File: src/rtl/core/hft_pkg.sv
// ----------------------------------------------------------------------------
// hft_pkg
// Shared types and codes of the Huffman tree bit decoder.
// ----------------------------------------------------------------------------
package hft_pkg;

    localparam int SYM_W = 8;

    typedef enum logic [1:0] {
        OP_CODE_BIT = 2'd0,
        OP_CODE_END = 2'd1,
        OP_DATA_BIT = 2'd2,
        OP_CLEAR    = 2'd3
    } op_e;

    typedef enum logic [1:0] {
        ST_OK      = 2'd0,
        ST_MISSING = 2'd1,
        ST_FULL    = 2'd2
    } status_e;

    typedef enum logic [1:0] {
        PH_IDLE,
        PH_FIRST,
        PH_SECOND
    } phase_e;

    // Outcome of the first step of an item, used by the second step.
    typedef enum logic [2:0] {
        PATH_NONE,
        PATH_HIT,
        PATH_ALLOC,
        PATH_FULL,
        PATH_MISS
    } path_e;

    typedef struct packed {
        logic             symbol_valid;
        logic [SYM_W-1:0] decoded_symbol;
        status_e          status;
    } result_t;

endpackage

File: src/rtl/core/hft_out_if.sv
// ----------------------------------------------------------------------------
// hft_out_if
// Result channel: valid/ready handshake with decoded symbol and status.
// ----------------------------------------------------------------------------
interface hft_out_if;
    logic                      valid;
    logic                      ready;
    logic                      symbol_valid;
    logic [hft_pkg::SYM_W-1:0] decoded_symbol;
    logic [1:0]                status;

    modport source (
        output valid,
        output symbol_valid,
        output decoded_symbol,
        output status,
        input  ready
    );

    modport sink (
        input  valid,
        input  symbol_valid,
        input  decoded_symbol,
        input  status,
        output ready
    );
endinterface

File: src/rtl/core/hft_result_reg.sv
// ----------------------------------------------------------------------------
// hft_result_reg
// Output register that holds one result until the result channel takes it.
// ----------------------------------------------------------------------------
module hft_result_reg (
    input  logic             clk,
    input  logic             rst_n,
    input  logic             res_valid,
    output logic             res_ready,
    input  hft_pkg::result_t res,
    hft_out_if.source        result
);

    logic             valid_reg;
    hft_pkg::result_t data_reg;

    assign res_ready = !valid_reg || result.ready;

    always_ff @(posedge clk or negedge rst_n)
    begin
        if (!rst_n)
        begin
            valid_reg <= 1'b0;
        end
        else if (res_ready)
        begin
            valid_reg <= res_valid;
        end
    end

    always_ff @(posedge clk)
    begin
        if (res_valid && res_ready)
        begin
            data_reg <= res;
        end
    end

    assign result.valid          = valid_reg;
    assign result.symbol_valid   = data_reg.symbol_valid;
    assign result.decoded_symbol = data_reg.decoded_symbol;
    assign result.status         = data_reg.status;

endmodule

File: src/flat_wrapper.sv
// flat-port wrapper written by rule: the top's interface ports become plain ports
module hft_result_reg_flat 
  (clk, rst_n, res_valid, res_ready, res, result_valid, result_symbol_valid, result_decoded_symbol, result_status, result_ready);
  hft_out_if result_i ();
  input  logic clk;
  input  logic rst_n;
  input  logic res_valid;
  output logic res_ready;
  input  hft_pkg::result_t res;
  output wire logic [$bits(result_i.valid)-1:0] result_valid;
  output wire logic [$bits(result_i.symbol_valid)-1:0] result_symbol_valid;
  output wire logic [$bits(result_i.decoded_symbol)-1:0] result_decoded_symbol;
  output wire logic [$bits(result_i.status)-1:0] result_status;
  input wire logic [$bits(result_i.ready)-1:0] result_ready;
  assign result_valid = result_i.valid;
  assign result_symbol_valid = result_i.symbol_valid;
  assign result_decoded_symbol = result_i.decoded_symbol;
  assign result_status = result_i.status;
  assign result_i.ready = result_ready;
  hft_result_reg u_core (.clk(clk), .rst_n(rst_n), .res_valid(res_valid), .res_ready(res_ready), .res(res), .result(result_i));
endmodule
File: config.mk
export PLATFORM = sky130hd
export DESIGN_NAME = hft_result_reg_flat
export DESIGN_NICKNAME = d
export VERILOG_FILES = /design/src/rtl/core/hft_pkg.sv /design/src/rtl/core/hft_out_if.sv /design/src/rtl/core/hft_result_reg.sv /design/src/flat_wrapper.sv
export SDC_FILE = /design/constraint.sdc
export NUM_CORES = 1
export LEC_CHECK = 0
export BUFFER_PORTS_ARGS = -buffer_cell sky130_fd_sc_hd__clkbuf_2
export CORE_AREA = 2 2 39 41
export CTS_CLUSTER_DIAMETER = 40
export CTS_CLUSTER_SIZE = 12
export DETAILED_ROUTE_END_ITERATION = 8
export DIE_AREA = 0 0 41 43
export GPL_ROUTABILITY_DRIVEN = 0
export PLACE_DENSITY = 0.72
export SLEW_MARGIN = 30
export SYNTH_ARGS = -nofsm -noshare
export SYNTH_HDL_FRONTEND = slang
export SYNTH_SLANG_ARGS = --single-unit
File: constraint.sdc
create_clock -name clk -period 2 [get_ports clk]
set_input_delay 0.2 -clock clk [delete_from_list [all_inputs] [get_ports clk]]
set_output_delay 0.2 -clock clk [all_outputs]
set_load 0.01 [all_outputs]
---- After elaboration in Yosys (flattened, before gate mapping) ----
Cells that the tools add are included.
storage, ports and cells
  register bits after elaboration ......... 12
  bits of input ports ..................... 15
  output and inout bits ................... 13
cells by class
  reduce and logical (&&, ||, !) cells .... 3
operators by type and width
  kind               number
  1-bit logical AND  1
  1-bit logical NOT  1
  1-bit logical OR   1

---- Depth between registers and ports, before layout ----
  word-level depth ........................ 3
  gate-level depth with buffers ........... 2
  mapped depth without buffers ............ 2

---- Least setup slack after synthesis ----
No wires, ideal clock.
  path kind ............................... register -> register
  from .................................... reg u_core.valid_reg, in the netlist u_core.result.valid
  to ...................................... reg u_core.data_reg (netlist bit u_core.result.decoded_symbol[0]), enable pin
  setup time .............................. 304 ps
  arrival time ............................ 730 ps
  data required time ...................... 1,696 ps
  slack ................................... 966 ps
  cell stages (with the launch flop) ...... 3
  path buffers ............................ 0
  cells stage by stage .................... dfrtp_1 nand2b_4 and2_4
between the ends
  longest elaborated chain between the ends .. 3
RTL lines
  element                 line                  RTL
  from (decl)             hft_result_reg.sv:14  logic valid_reg;
  from (signal assigned)  hft_result_reg.sv:27  valid_reg <= res_valid;
  1-bit logical NOT       hft_result_reg.sv:17  assign res_ready = !valid_reg || result.ready;
  1-bit logical OR        hft_result_reg.sv:17
  named net res_ready     flat_wrapper.sv:8     output logic res_ready;
  1-bit logical AND       hft_result_reg.sv:33  if (res_valid && res_ready)
  to (signal assigned)    hft_result_reg.sv:35  data_reg <= res;
  to (decl)               hft_result_reg.sv:15  hft_pkg::result_t data_reg;
The timed path passes the listed nets, and every way through them passes these cells.
A chain may end at the register's enable or synchronous reset.

---- Final worst setup path ----
  from .................................... reg u_core.valid_reg, in the netlist u_core.result.valid
  to ...................................... out res_ready
between the ends
  longest elaborated chain between the ends .. 2
RTL lines
  element            line
  1-bit logical NOT  hft_result_reg.sv:17
  1-bit logical OR   hft_result_reg.sv:17
  to (decl)          flat_wrapper.sv:8
Every way passes these cells.

==> impl_metrics.env <==
export IMPL_outcome="complete, no violations"
export IMPL_worstSkewPairLatency_ps=260
export IMPL_die_w_um=41
export IMPL_worstHoldPathType="input pin to register"
export IMPL_timing_slew_headroom_pct=90.1
export IMPL_dieArea_um2=1760
export IMPL_post_cts_resized=0
export IMPL_routed_via_density=4.00
export IMPL_worst_r2r_cell_count=2
export IMPL_r2r_start="u_core.result.valid"
export IMPL_crit_chain="nand2b_4, clkbuf_2"
export IMPL_antenna_found_initial=0
export IMPL_rsz0062_at_grt="false"
export IMPL_r2r_setup_slack_ps=990
export IMPL_drive_gt1_share_pct=68.1
export IMPL_track_usage_pct=8.31
export IMPL_slowest_delay_ps=410
export IMPL_synthesis_instances=15
export IMPL_totalWireLength_um=684
export IMPL_wl_met2_um=303
export IMPL_wl_met3_um=117
export IMPL_power_density_nw_per_um2=845
export IMPL_cts_num_sinks=12
export IMPL_slowest_stage="dfrtp_1"
export IMPL_gr_total_overflow=0
export IMPL_period_share_pct=53.9
export IMPL_ant_nets=0
export IMPL_setup_viol=0
export IMPL_grt_pass1_wl_um=966
export IMPL_r2r_end="u_core.result.decoded_symbol[2]"
export IMPL_first_pass_iters=1
export IMPL_initial_core_util_pct=27.8
export IMPL_first_iter_violations=0
export IMPL_cp_end_kind="output pin"
export IMPL_row_count=14
export IMPL_fmax_mhz=928
export IMPL_setup_tns_ps=0
export IMPL_cp_endpoint="res_ready"
export IMPL_routed_via_count=252
export IMPL_cts_root_buf="clkbuf_4"
export IMPL_numPortBuffers=27
export IMPL_cts_tree="built"
export IMPL_grt_pass1_vias=259
export IMPL_leakage_nw=0.263
export IMPL_synthTopCellsByArea="edfxtp_1 (86%), dfrtp_1 (6.5%), nand2b_4 (3.6%)"
export IMPL_routed_top_layer="met3"
export IMPL_ys_types=5
export IMPL_fin_skew_ps=1.79
export IMPL_cts_buffers=3
export IMPL_grt_max_degree=12
export IMPL_htree_levels=1
export IMPL_fin_total_pwr_mw=0.486
export IMPL_drt_drc_violations_left=0
export IMPL_largest_reg_flops=8
export IMPL_core_um2=1380
export IMPL_clock_path_buffers=2
export IMPL_synth_seq_cells=12
export IMPL_cp_startpoint="u_core.result.valid"
export IMPL_cap_violations=0
export IMPL_n_antenna_cell=0
export IMPL_maxSlewViolCount=0
export IMPL_yosysWarnings=0
export IMPL_path_class="register to output pin"
export IMPL_start_kind="register"
export IMPL_avgSynthCellArea_um2=25.6
export IMPL_synth_top_cell_area_share_pct=86.0
export IMPL_worst_pin_slew_ps=148
export IMPL_area_delta_synth_final_pct=49.8
export IMPL_wl_per_cell_um=10.9
export IMPL_hold_ws_ps=111
export IMPL_final_core_util_pct=41.6
export IMPL_crit_arrival_ps=880
export IMPL_critPathRequiredTime_ps=1800
export IMPL_layout_min_cycle_time_ps=1080
export IMPL_clkTransAtPathRegs_ps=70
export IMPL_final_nets=63
export IMPL_vdd_ir_drop_max_uv=337
export IMPL_setup_ws_ps=922
export IMPL_met1_length_um=263
export IMPL_seq_area_frac_synth_pct=92.5
export IMPL_cts_hold_buf=1
export IMPL_synth_area_leader_cell="edfxtp_1"
export IMPL_ios=28
export IMPL_die_height_um=43
export IMPL_hold_viol_final=0
export IMPL_syn_num_nets=30
export IMPL_dp_slack_ps=986
export IMPL_cp_max_fo=3
export IMPL_post_cts_repair_setup_buffers=0
export IMPL_synthesis_area_um2=384
## worst min path at each step
stage | from | end | slack (ps) | depth (start not counted)
final | res[9] | u_core.result.decoded_symbol[7] | 110 | 1
after global routing | res[4] | u_core.result.decoded_symbol[2] | 100 | 1
after CTS | res[9] | u_core.result.decoded_symbol[7] | 100 | 1
after detailed placement | rst_n | u_core.result.valid | -20 | 1
after global placement | rst_n | u_core.result.valid | -20 | 1
after floorplan | rst_n | u_core.result.valid | -100 | 0
## cell usage after synthesis
library cell / count
dfrtp_1: 1
and2_4: 1
edfxtp_1: 11
nand2b_4: 1
nand2b_1: 1
## through the flow
stage                     cell area (um2)  std cells
after CTS                             576         63
final                                 576         63
after global placement                539         58
after floorplan                       384         15
after detailed placement              539         58
after global routing                  576         63
## logic make-up after synthesis
| group | share of synthesized area (%) |
|---|---|
| flops | 92.5 |
| simple gates | 7.49 |
## metal layers
layer | vias up | track usage, %
li1 | 120 | -
met1 | 107 | 10.0
met2 | 25 | 12.2
met3 | 0 | 2.09
met4 | 0 | 6.00
met5 | - | 0
## power breakdown
group	total, mW	internal, mW	leakage [nW]	switching, mW
logic	0.0470	0.0242	0.132	0.0228
clock network	0.144	0.0720	0.0154	0.0723
registers	0.295	0.290	0.116	0.00470
total	0.486	0.387	0.263	0.0998
## placed cells by master (no fill, tap or decap)
cell type / count
edfxtp_1: 11
and2_4: 1
nand2b_1: 1
dfrtp_1: 1
dlygate4sd3_1: 1
clkinv_1: 1
clkbuf_4: 3
clkbuf_2: 27
nand2b_4: 1
## cell type report
cell class	instances	area [um2]
Clock inverter	1	3.75
Clock buffer	3	22.5
Fill cell	142	808
Tap cell	16	20.0
Multi-Input combinational cell	3	28.8
Timing Repair Buffer	28	145
Sequential cell	12	355
## worst max-delay path: cells and delay by family, from the launching register on
kind / cells / cell delay [ps]
AND/OR/NAND/NOR: 1 / 80
flip-flops: 1 / 410
buffers and inverters: 1 / 120
Note: power is estimated with default switching activity, not from simulation.
